--- src/rtl/core/lmc_pkg.sv ---
// Shared constants, codes and the result record for the LRU miss cache.
// No dependencies; every other file of the block imports this package.
package lmc_pkg;

    localparam int ENTRIES = 16;
    localparam int IDX_W   = $clog2(ENTRIES);
    localparam int PC_W    = 64;
    localparam int CNT_W   = 5;
    localparam int OP_W    = 2;
    localparam int MAX_RES = 16;

    localparam logic [OP_W-1:0] OP_ACCESS = 2'd0;
    localparam logic [OP_W-1:0] OP_LOOKUP = 2'd1;
    localparam logic [OP_W-1:0] OP_SNAP   = 2'd2;
    localparam logic [OP_W-1:0] OP_LIST   = 2'd3;

    typedef struct packed {
        logic             found;
        logic [3:0]       index;
        logic [PC_W-1:0]  listed_pc;
        logic             listed_valid;
        logic [CNT_W-1:0] listed_total;
        logic             last;
    } lmc_res_t;

endpackage

--- src/rtl/core/lmc_match.sv ---
// Shared compare unit: one wide equality and one narrow less-than.
// Depends on lmc_pkg; used by the sequencer for the search, aging and list walks over the entries.
module lmc_match (
    input  logic [lmc_pkg::PC_W-1:0]  eq_a,
    input  logic [lmc_pkg::PC_W-1:0]  eq_b,
    input  logic [lmc_pkg::CNT_W-1:0] lt_a,
    input  logic [lmc_pkg::CNT_W-1:0] lt_b,
    output logic                      eq,
    output logic                      lt
);
    import lmc_pkg::*;

    // Compare address and age operands
    assign eq = (eq_a == eq_b);
    assign lt = (lt_a < lt_b);

endmodule

--- src/rtl/core/lmc_ctrl.sv ---
// Sequencer and storage: tag, age and snapshot stores walked one entry a cycle.
// Depends on lmc_pkg and lmc_match.
module lmc_ctrl (
    input  logic                      clk,
    input  logic                      rst_n,
    input  logic                      start,
    input  logic [lmc_pkg::OP_W-1:0]  op,
    input  logic [lmc_pkg::PC_W-1:0]  pc,
    input  logic [lmc_pkg::CNT_W-1:0] count,
    output logic                      busy,
    output logic                      res_v,
    output lmc_pkg::lmc_res_t         res
);
    import lmc_pkg::*;

    localparam logic [2:0] ST_IDLE  = 3'd0;
    localparam logic [2:0] ST_SRCH  = 3'd1;
    localparam logic [2:0] ST_AGE   = 3'd2;
    localparam logic [2:0] ST_WR    = 3'd3;
    localparam logic [2:0] ST_SSRCH = 3'd4;
    localparam logic [2:0] ST_COPY  = 3'd5;
    localparam logic [2:0] ST_LIST  = 3'd6;
    localparam logic [2:0] ST_LEND  = 3'd7;

    localparam logic [IDX_W-1:0] IDX_LAST = IDX_W'(ENTRIES - 1);

    logic [2:0]       state_reg,   state_next;
    logic [IDX_W-1:0] idx_reg,     idx_next;
    logic [IDX_W-1:0] sel_reg,     sel_next;
    logic [IDX_W-1:0] sel_age_reg, sel_age_next;
    logic [IDX_W-1:0] lru_reg,     lru_next;
    logic [CNT_W-1:0] n_reg,       n_next;
    logic [CNT_W-1:0] cnt_reg,     cnt_next;
    logic             pend_v_reg,  pend_v_next;
    logic [PC_W-1:0]  pend_pc_reg, pend_pc_next;
    logic [PC_W-1:0]  pc_reg,      pc_next;

    logic [IDX_W-1:0] age_reg [ENTRIES];
    logic [ENTRIES-1:0] tag_vld_reg;
    logic [ENTRIES-1:0] snap_vld_reg;
    logic [PC_W-1:0]  tag_reg  [ENTRIES];
    logic [PC_W-1:0]  snap_reg [ENTRIES];

    logic             age_inc;
    logic             age_clr;
    logic             tag_wr;
    logic             snap_wr;
    logic [PC_W-1:0]  tag_rd;
    logic [PC_W-1:0]  snap_rd;
    logic [IDX_W-1:0] age_rd;
    logic [IDX_W-1:0] age_up;
    logic             idx_last;
    logic [PC_W-1:0]  eq_a;
    logic [CNT_W-1:0] lt_b;
    logic             hit;
    logic             younger;

    // Read the entry under the walk index; invalid entries read as zero
    assign tag_rd   = tag_vld_reg[idx_reg]  ? tag_reg[idx_reg]  : '0;
    assign snap_rd  = snap_vld_reg[idx_reg] ? snap_reg[idx_reg] : '0;
    assign age_rd   = age_reg[idx_reg];
    assign age_up   = age_rd + IDX_W'(1);
    assign idx_last = (idx_reg == IDX_LAST);

    // Steer operands into the shared compare unit
    assign eq_a = (state_reg == ST_SSRCH) ? snap_rd : tag_rd;
    assign lt_b = (state_reg == ST_LIST) ? cnt_reg : {1'b0, sel_age_reg};

    lmc_match u_match (
        .eq_a (eq_a),
        .eq_b (pc_reg),
        .lt_a ({1'b0, age_rd}),
        .lt_b (lt_b),
        .eq   (hit),
        .lt   (younger)
    );

    assign busy = (state_reg != ST_IDLE);

    // Sequence one item over the entries
    always_comb
    begin
        state_next   = state_reg;
        idx_next     = idx_reg;
        sel_next     = sel_reg;
        sel_age_next = sel_age_reg;
        lru_next     = lru_reg;
        n_next       = n_reg;
        cnt_next     = cnt_reg;
        pend_v_next  = pend_v_reg;
        pend_pc_next = pend_pc_reg;
        pc_next      = pc_reg;
        age_inc      = 1'b0;
        age_clr      = 1'b0;
        tag_wr       = 1'b0;
        snap_wr      = 1'b0;
        res_v        = 1'b0;
        res          = '0;
        res.last     = 1'b1;
        unique case (state_reg)
            ST_IDLE:
            begin
                if (start)
                begin
                    pc_next     = pc;
                    cnt_next    = (count > CNT_W'(MAX_RES)) ? CNT_W'(MAX_RES) : count;
                    idx_next    = '0;
                    n_next      = '0;
                    pend_v_next = 1'b0;
                    unique case (op)
                        OP_ACCESS: state_next = ST_SRCH;
                        OP_LOOKUP: state_next = ST_SSRCH;
                        OP_SNAP:   state_next = ST_COPY;
                        OP_LIST:   state_next = ST_LIST;
                        default:   state_next = ST_IDLE;
                    endcase
                end
            end
            ST_SRCH:
            begin
                // Take the first matching entry, else the LRU one
                if (hit)
                begin
                    sel_next     = idx_reg;
                    sel_age_next = age_rd;
                    idx_next     = '0;
                    state_next   = ST_AGE;
                end
                else if (idx_last)
                begin
                    sel_next     = lru_reg;
                    sel_age_next = IDX_LAST;
                    idx_next     = '0;
                    state_next   = ST_AGE;
                end
                else
                begin
                    idx_next = idx_reg + IDX_W'(1);
                end
            end
            ST_AGE:
            begin
                // Age every entry younger than the chosen one
                if (younger)
                begin
                    age_inc = 1'b1;
                    if (age_up == IDX_LAST)
                        lru_next = idx_reg;
                end
                idx_next = idx_reg + IDX_W'(1);
                if (idx_last)
                    state_next = ST_WR;
            end
            ST_WR:
            begin
                age_clr    = 1'b1;
                tag_wr     = 1'b1;
                idx_next   = '0;
                state_next = ST_SSRCH;
            end
            ST_SSRCH:
            begin
                // Report the lowest snapshot position holding the address
                if (hit)
                begin
                    res_v      = 1'b1;
                    res.found  = 1'b1;
                    res.index  = 4'(idx_reg);
                    state_next = ST_IDLE;
                end
                else if (idx_last)
                begin
                    res_v      = 1'b1;
                    state_next = ST_IDLE;
                end
                else
                begin
                    idx_next = idx_reg + IDX_W'(1);
                end
            end
            ST_COPY:
            begin
                snap_wr  = 1'b1;
                idx_next = idx_reg + IDX_W'(1);
                if (idx_last)
                begin
                    res_v      = 1'b1;
                    state_next = ST_IDLE;
                end
            end
            ST_LIST:
            begin
                // Hold one qualifying address back so the final one can carry last
                if (younger)
                begin
                    if (pend_v_reg)
                    begin
                        res_v            = 1'b1;
                        res.listed_pc    = pend_pc_reg;
                        res.listed_valid = 1'b1;
                        res.listed_total = n_reg;
                        res.last         = 1'b0;
                    end
                    pend_v_next  = 1'b1;
                    pend_pc_next = tag_rd;
                    n_next       = n_reg + CNT_W'(1);
                end
                idx_next = idx_reg + IDX_W'(1);
                if (idx_last || (younger && (n_reg + CNT_W'(1) == cnt_reg)))
                    state_next = ST_LEND;
            end
            ST_LEND:
            begin
                res_v = 1'b1;
                if (pend_v_reg)
                begin
                    res.listed_pc    = pend_pc_reg;
                    res.listed_valid = 1'b1;
                    res.listed_total = n_reg;
                end
                state_next = ST_IDLE;
            end
            default:
            begin
                state_next = ST_IDLE;
            end
        endcase
    end

    // Advance control state, ages and valid bits
    always_ff @(posedge clk or negedge rst_n)
    begin
        if (!rst_n)
        begin
            state_reg    <= ST_IDLE;
            idx_reg      <= '0;
            sel_reg      <= '0;
            sel_age_reg  <= '0;
            lru_reg      <= IDX_LAST;
            n_reg        <= '0;
            cnt_reg      <= '0;
            pend_v_reg   <= 1'b0;
            tag_vld_reg  <= '0;
            snap_vld_reg <= '0;
            for (int i = 0; i < ENTRIES; i++)
                age_reg[i] <= IDX_W'(i);
        end
        else
        begin
            state_reg   <= state_next;
            idx_reg     <= idx_next;
            sel_reg     <= sel_next;
            sel_age_reg <= sel_age_next;
            lru_reg     <= lru_next;
            n_reg       <= n_next;
            cnt_reg     <= cnt_next;
            pend_v_reg  <= pend_v_next;
            if (age_inc)
                age_reg[idx_reg] <= age_up;
            if (age_clr)
                age_reg[sel_reg] <= '0;
            if (tag_wr)
                tag_vld_reg[sel_reg] <= 1'b1;
            if (snap_wr)
                snap_vld_reg[idx_reg] <= tag_vld_reg[idx_reg];
        end
    end

    // Hold payload registers and stores
    always_ff @(posedge clk)
    begin
        pc_reg      <= pc_next;
        pend_pc_reg <= pend_pc_next;
        if (tag_wr)
            tag_reg[sel_reg] <= pc_reg;
        if (snap_wr)
            snap_reg[idx_reg] <= tag_reg[idx_reg];
    end

    a_lru_oldest: assert property (@(posedge clk) disable iff (!rst_n)
        (state_reg == ST_IDLE) |-> (age_reg[lru_reg] == IDX_LAST))
        else $error("lru pointer does not name the oldest entry");

    a_start_busy: assert property (@(posedge clk) disable iff (!rst_n)
        (start && !busy) |=> busy)
        else $error("accepted item did not start the sequencer");

    a_res_busy: assert property (@(posedge clk) disable iff (!rst_n)
        res_v |-> busy)
        else $error("result raised while idle");

    a_list_bound: assert property (@(posedge clk) disable iff (!rst_n)
        (state_reg == ST_LIST) |-> (n_reg < cnt_reg || cnt_reg == '0))
        else $error("list emitted past its limit");

    a_last_idle: assert property (@(posedge clk) disable iff (!rst_n)
        (res_v && res.last) |=> (state_reg == ST_IDLE))
        else $error("item kept running after its final result");

endmodule

--- src/rtl/core/lru_miss_cache_with_snapshot.sv ---
// Top level of the LRU miss cache with snapshot: command port and result register.
// Depends on lmc_pkg and lmc_ctrl.
//
//   channel   handshake             payload
//   command   start, busy           op, pc, count
//   result    done (one cycle)      found, index, listed_pc, listed_valid,
//                                   listed_total, last
//
// An item is taken when start is high and busy is low; busy stays high until
// its final result leaves the sequencer. Searches, aging and lists walk the 16
// entries one per cycle through a single shared compare unit, and the snapshot
// copy walks them likewise; access runs a search, an aging pass, one write and a
// snapshot search. Results appear in the cycle after the sequencer forms them.
// Reset is asynchronous and needs no clearing pass. The receiver cannot stall.
module lru_miss_cache_with_snapshot (
    input  logic                      clk,
    input  logic                      rst_n,
    input  logic                      start,
    output logic                      busy,
    input  logic [lmc_pkg::OP_W-1:0]  op,
    input  logic [lmc_pkg::PC_W-1:0]  pc,
    input  logic [lmc_pkg::CNT_W-1:0] count,
    output logic                      done,
    output logic                      found,
    output logic [3:0]                index,
    output logic [lmc_pkg::PC_W-1:0]  listed_pc,
    output logic                      listed_valid,
    output logic [lmc_pkg::CNT_W-1:0] listed_total,
    output logic                      last
);
    import lmc_pkg::*;

    logic     res_v;
    lmc_res_t res;
    logic     done_reg;
    lmc_res_t res_reg;

    lmc_ctrl u_ctrl (
        .clk   (clk),
        .rst_n (rst_n),
        .start (start),
        .op    (op),
        .pc    (pc),
        .count (count),
        .busy  (busy),
        .res_v (res_v),
        .res   (res)
    );

    // Register the strobe
    always_ff @(posedge clk or negedge rst_n)
    begin
        if (!rst_n)
            done_reg <= 1'b0;
        else
            done_reg <= res_v;
    end

    // Register the result payload
    always_ff @(posedge clk)
    begin
        res_reg <= res;
    end

    assign done         = done_reg;
    assign found        = res_reg.found;
    assign index        = res_reg.index;
    assign listed_pc    = res_reg.listed_pc;
    assign listed_valid = res_reg.listed_valid;
    assign listed_total = res_reg.listed_total;
    assign last         = res_reg.last;

endmodule

--- config.mk ---
export PLATFORM = sky130hd
export DESIGN_NAME = lru_miss_cache_with_snapshot
export DESIGN_NICKNAME = d
export VERILOG_FILES = /design/src/rtl/core/lmc_pkg.sv /design/src/rtl/core/lmc_match.sv /design/src/rtl/core/lmc_ctrl.sv /design/src/rtl/core/lru_miss_cache_with_snapshot.sv
export SDC_FILE = /design/constraint.sdc
export NUM_CORES = 2
export LEC_CHECK = 0
export BUFFER_PORTS_ARGS = -buffer_cell sky130_fd_sc_hd__buf_2
export CORE_MARGIN = 3
export CORE_UTILIZATION = 45
export CTS_CLUSTER_SIZE = 10
export DETAILED_ROUTE_END_ITERATION = 6
export PLACE_DENSITY = 0.59
export SLEW_MARGIN = 20
export SYNTH_ARGS = -nofsm -noshare
export SYNTH_HDL_FRONTEND = slang
export SYNTH_SLANG_ARGS = --single-unit
--- constraint.sdc ---
create_clock -name clk -period 9.6 [get_ports clk]
set_clock_uncertainty 0.2 [all_clocks]
set_input_delay 0 -clock clk [delete_from_list [all_inputs] [get_ports clk]]
set_output_delay 0 -clock clk [all_outputs]
set_load 0.03 [all_outputs]
==> impl_metrics.json <==
{
  "maxCapViolations": 0,
  "violations": "DRC",
  "tightest_slew_ns": 1.12,
  "p_comb_share_pct": 30.8,
  "synth_cells": 4823,
  "port_buffers": 151,
  "grt_util_met3_pct": 5.33,
  "ys_types": 91,
  "p_int_mw": 22.4,
  "drtIter0Drc": 6909,
  "nets": 5431,
  "grt_use_met1_pct": 37.9,
  "rows": 166,
  "cts_setup_buffers": 0,
  "num_vias": 51700,
  "grt_max_degree": 92,
  "final_max_slew_viol_count": 0,
  "path_class": "register to register",
  "routed_via_density": 6.30,
  "hold_viol_final": 0,
  "worstSkewPairLatency_ns": 0.94,
  "htreeDepth": 5,
  "rsz0062_at_grt": "no",
  "critPathMaxFanout": 91,
  "cts_hold_buf": 159,
  "critPathLaunchType": "register",
  "yosysSeqAreaShare_pct": 75.1,
  "status": "finished, violations left",
  "power.switching_mw": 11.5,
  "start_util_pct": 45.4,
  "period_minus_slack_ns": 7.26,
  "clkTransAtPathRegs_ns": 0.06,
  "yosys_warnings": 0,
  "power_mw": 34.0,
  "ys_dominant_reg_cell": "edfxtp_1",
  "power_density_nw_per_um2": 315,
  "peakVddDrop_v": 0.000240,
  "tns_ns": 0,
  "die_w_um": 461,
  "ios": 152,
  "cts_num_sinks": 2379,
  "grt_pass1_wl_um": 397000,
  "cts_tree": "done",
  "min_period_over_period_pct": 75.6,
  "max_freq_ghz": 0.138,
  "grt_pass1_vias": 50800,
  "finalNonFillerCells": 8205,
  "synth_nets": 4907,
  "synth.avg_cell_area_um2": 19.3,
  "drtPass1Iterations": 7,
  "crit_family": "buffers and inverters",
  "drive_above_1_share_pct": 23.5,
  "numCtsBuffers": 293,
  "async_flop_share_pct": 5.34,
  "antenna_found_initial": 10,
  "grtUsageMet2_pct": 41.5,
  "synth-seq-cells": 2379,
  "cp.required_ns": 10.18,
  "synth_edf_count": 2176,
  "grt_overflow": 0,
  "grt-busiest-layer": "met2",
  "utilization_pct": 52.4,
  "hold_path_class": "primary input to async pin",
  "cp.arrival_ns": 7.83,
  "dieHeight_um": 461,
  "cts.path.max_buffers": 4,
  "p_seq_share_pct": 40.4,
  "syn_to_final_growth_pct": 15.5,
  "max_stage_delay_ns": 0.77,
  "slew_headroom_pct": 25.1,
  "antenna_left": 0,
  "post_cts_resize_count": 0,
  "clock-root-buffer": "clkbuf_16",
  "wl_per_cell_um": 34.7,
  "fill_cells": 16100,
  "gp_congestion": 0.866,
  "coreArea_um2": 205000,
  "endpoint_kind": "register",
  "grtUsageTotal_pct": 26.7,
  "drcViolationCount": 2,
  "dieArea_um2": 213000,
  "crit_buf_inv": 3,
  "place_inst": 7579,
  "postRouteWirelength_um": 285000,
  "leakage_nw": 35.2,
  "cp_cell_sequence": "buf_12 > buf_4 > mux4_2 > a22oi_1 > nand2_1 > mux2_1 > a31oi_1 > nand4_1 > nor4_2 > nor4b_4 > a21oi_2 > a221oi_1 > nor2b_1 > dlygate4sd3_1",
  "dp_hpwl_um": 163000,
  "clkPwrFrac_pct": 28.8,
  "worst_path_max_delay_cell": "buf_4",
  "setup_viol": 0,
  "swShare_pct": 33.9,
  "synth_area_um2": 93300
}
-- path summary, 6_finish.rpt --
kind | depth (start not counted) | slack [ns] | start | to
max reg2reg | 14 | 2.34 | u_ctrl.idx_reg[0]$_DFFE_PN0P_ | u_ctrl.state_reg[0]$_DFFE_PN0P_
min in group clk | 3 | 0.11 | pc[43] | u_ctrl.pc_reg[43]$_DFFE_PP_
max | 14 | 2.34 | u_ctrl.idx_reg[0]$_DFFE_PN0P_ | u_ctrl.state_reg[0]$_DFFE_PN0P_
max in group asynchronous | 4 | 8.10 | rst_n | u_ctrl.idx_reg[1]$_DFFE_PN0P_
min reg2reg | 1 | 0.21 | u_ctrl.pend_pc_reg[34]$_DFFE_PP_ | listed_pc[34]$_SDFF_PN0_
min | 4 | 0.05 | rst_n | u_ctrl.age_reg[45]$_DFF_PN0_
-- layer usage --
layer  share of wire (%)  wire length, um
met5              0.0095               27
met4                 3.7            10600
met3                 8.9            25500
met2                  47           133000
met1                  41           116000
-- tightest hold or removal path: stages --
cell           delay [ns]
dlygate4sd3_1        0.52
dlygate4sd3_1        0.54
buf_4                0.17
buf_16               0.30
-- metrics by stage --
| stage | hold slack, ns | setup slack (ns) | instance area [um^2] |
|---|---|---|---|
| 2_1_floorplan | -0.496 | 2.04 | 93300 |
| 3_3_place_gp | -0.0514 | 2.94 | 97800 |
| 3_5_place_dp | -0.0501 | 2.94 | 97800 |
| 4_1_cts | 0.0264 | 2.42 | 108000 |
| 5_1_grt | 0.0496 | 2.02 | 108000 |
| 6_report | 0.0457 | 2.34 | 108000 |
-- power groups by stage --
stage,Clock [mW],Combinational (mW),Sequential (mW)
2_1_floorplan,0,6.43,13.7
5_1_grt,10.3,11.0,13.8
4_1_cts,9.91,10.4,13.7
3_5_place_dp,0,10.3,13.9
6_report,9.77,10.5,13.7
3_3_place_gp,0,10.2,13.9
-- cell type report --
| type | instances | area, um^2 | share of cell area [%] |
|---|---|---|---|
| Antenna cell | 14 | 35.0 | 0.0325 |
| Sequential cell | 2379 | 70100 | 65.1 |
| Inverter | 41 | 158 | 0.146 |
| Timing Repair Buffer | 500 | 3990 | 3.71 |
| Multi-Input combinational cell | 2132 | 21900 | 20.3 |
| Clock buffer | 434 | 8040 | 7.46 |
| Tap cell | 2688 | 3360 | 3.12 |
| Clock inverter | 17 | 151 | 0.141 |
-- synth_stat cells (9+ instances only) --
cell / n / share of area (%)
nor3_1: 59 / 0.32
o211ai_1: 10 / 0.080
o22ai_1: 45 / 0.30
nand2_1: 197 / 0.79
clkbuf_1: 112 / 0.45
buf_2: 61 / 0.33
mux2_1: 9 / 0.11
buf_4: 40 / 0.32
inv_1: 39 / 0.16
and2_1: 91 / 0.61
o221ai_1: 11 / 0.10
a22o_1: 27 / 0.25
a221oi_1: 20 / 0.19
buf_1: 22 / 0.089
a22oi_1: 165 / 1.3
nor4_1: 10 / 0.067
o22a_1: 9 / 0.084
dfstp_2: 36 / 1.0
dfxtp_1: 76 / 1.6
ha_1: 10 / 0.13
o21ai_0: 53 / 0.28
nand2b_1: 16 / 0.11
nand4_1: 16 / 0.11
nor2b_1: 17 / 0.11
or2_2: 23 / 0.15
buf_6: 32 / 0.39
and3_1: 11 / 0.074
nor2_1: 160 / 0.64
a221oi_2: 9 / 0.14
mux2i_1: 190 / 2.0
nand3_1: 78 / 0.42
mux4_2: 464 / 11
xnor2_1: 43 / 0.40
a21boi_0: 9 / 0.072
a21oi_1: 153 / 0.82
edfxtp_1: 2176 / 70
a31oi_1: 25 / 0.17
xor2_1: 26 / 0.24
mux2_2: 27 / 0.33
dfrtp_1: 91 / 2.4
a211oi_1: 11 / 0.089
-- placed cells by master (no fill, tap or decap), types with 14 or more instances in the layout --
master / instances
a21oi_1: 152
a221oi_1: 20
a22o_1: 27
a22oi_1: 165
a31oi_1: 24
and2_1: 87
buf_12: 14
buf_2: 150
buf_4: 174
clkbuf_1: 131
clkbuf_16: 300
dfrtp_1: 87
dfstp_2: 36
dfxtp_1: 76
diode_2: 14
dlygate4sd3_1: 158
edfxtp_1: 2176
inv_1: 36
mux2_2: 27
mux2i_1: 189
mux4_2: 464
nand2_1: 195
nand2b_1: 15
nand3_1: 77
nand4_1: 16
nor2_1: 128
nor2_4: 31
nor3_1: 55
o21ai_0: 52
o22ai_1: 45
or2_2: 23
xnor2_1: 42
xor2_1: 25
-- kinds of logic (layout without fill, tap and decap cells) --
group                      Yosys count  in the layout  synth area share (%)
adders and majority gates           10             10                 0.134
muxes                              690            690                  13.7
AOI/OAI and AO/OA                  642            642                  4.78
xor gates and xnor gates            69             69                 0.648
other                                0             14                     0
buffers and inverters              312            992                  1.81
DFF                               2379           2379                  75.1
and+or+nand+nor                    721            721                  3.82
(Power assumes the default switching activity.)
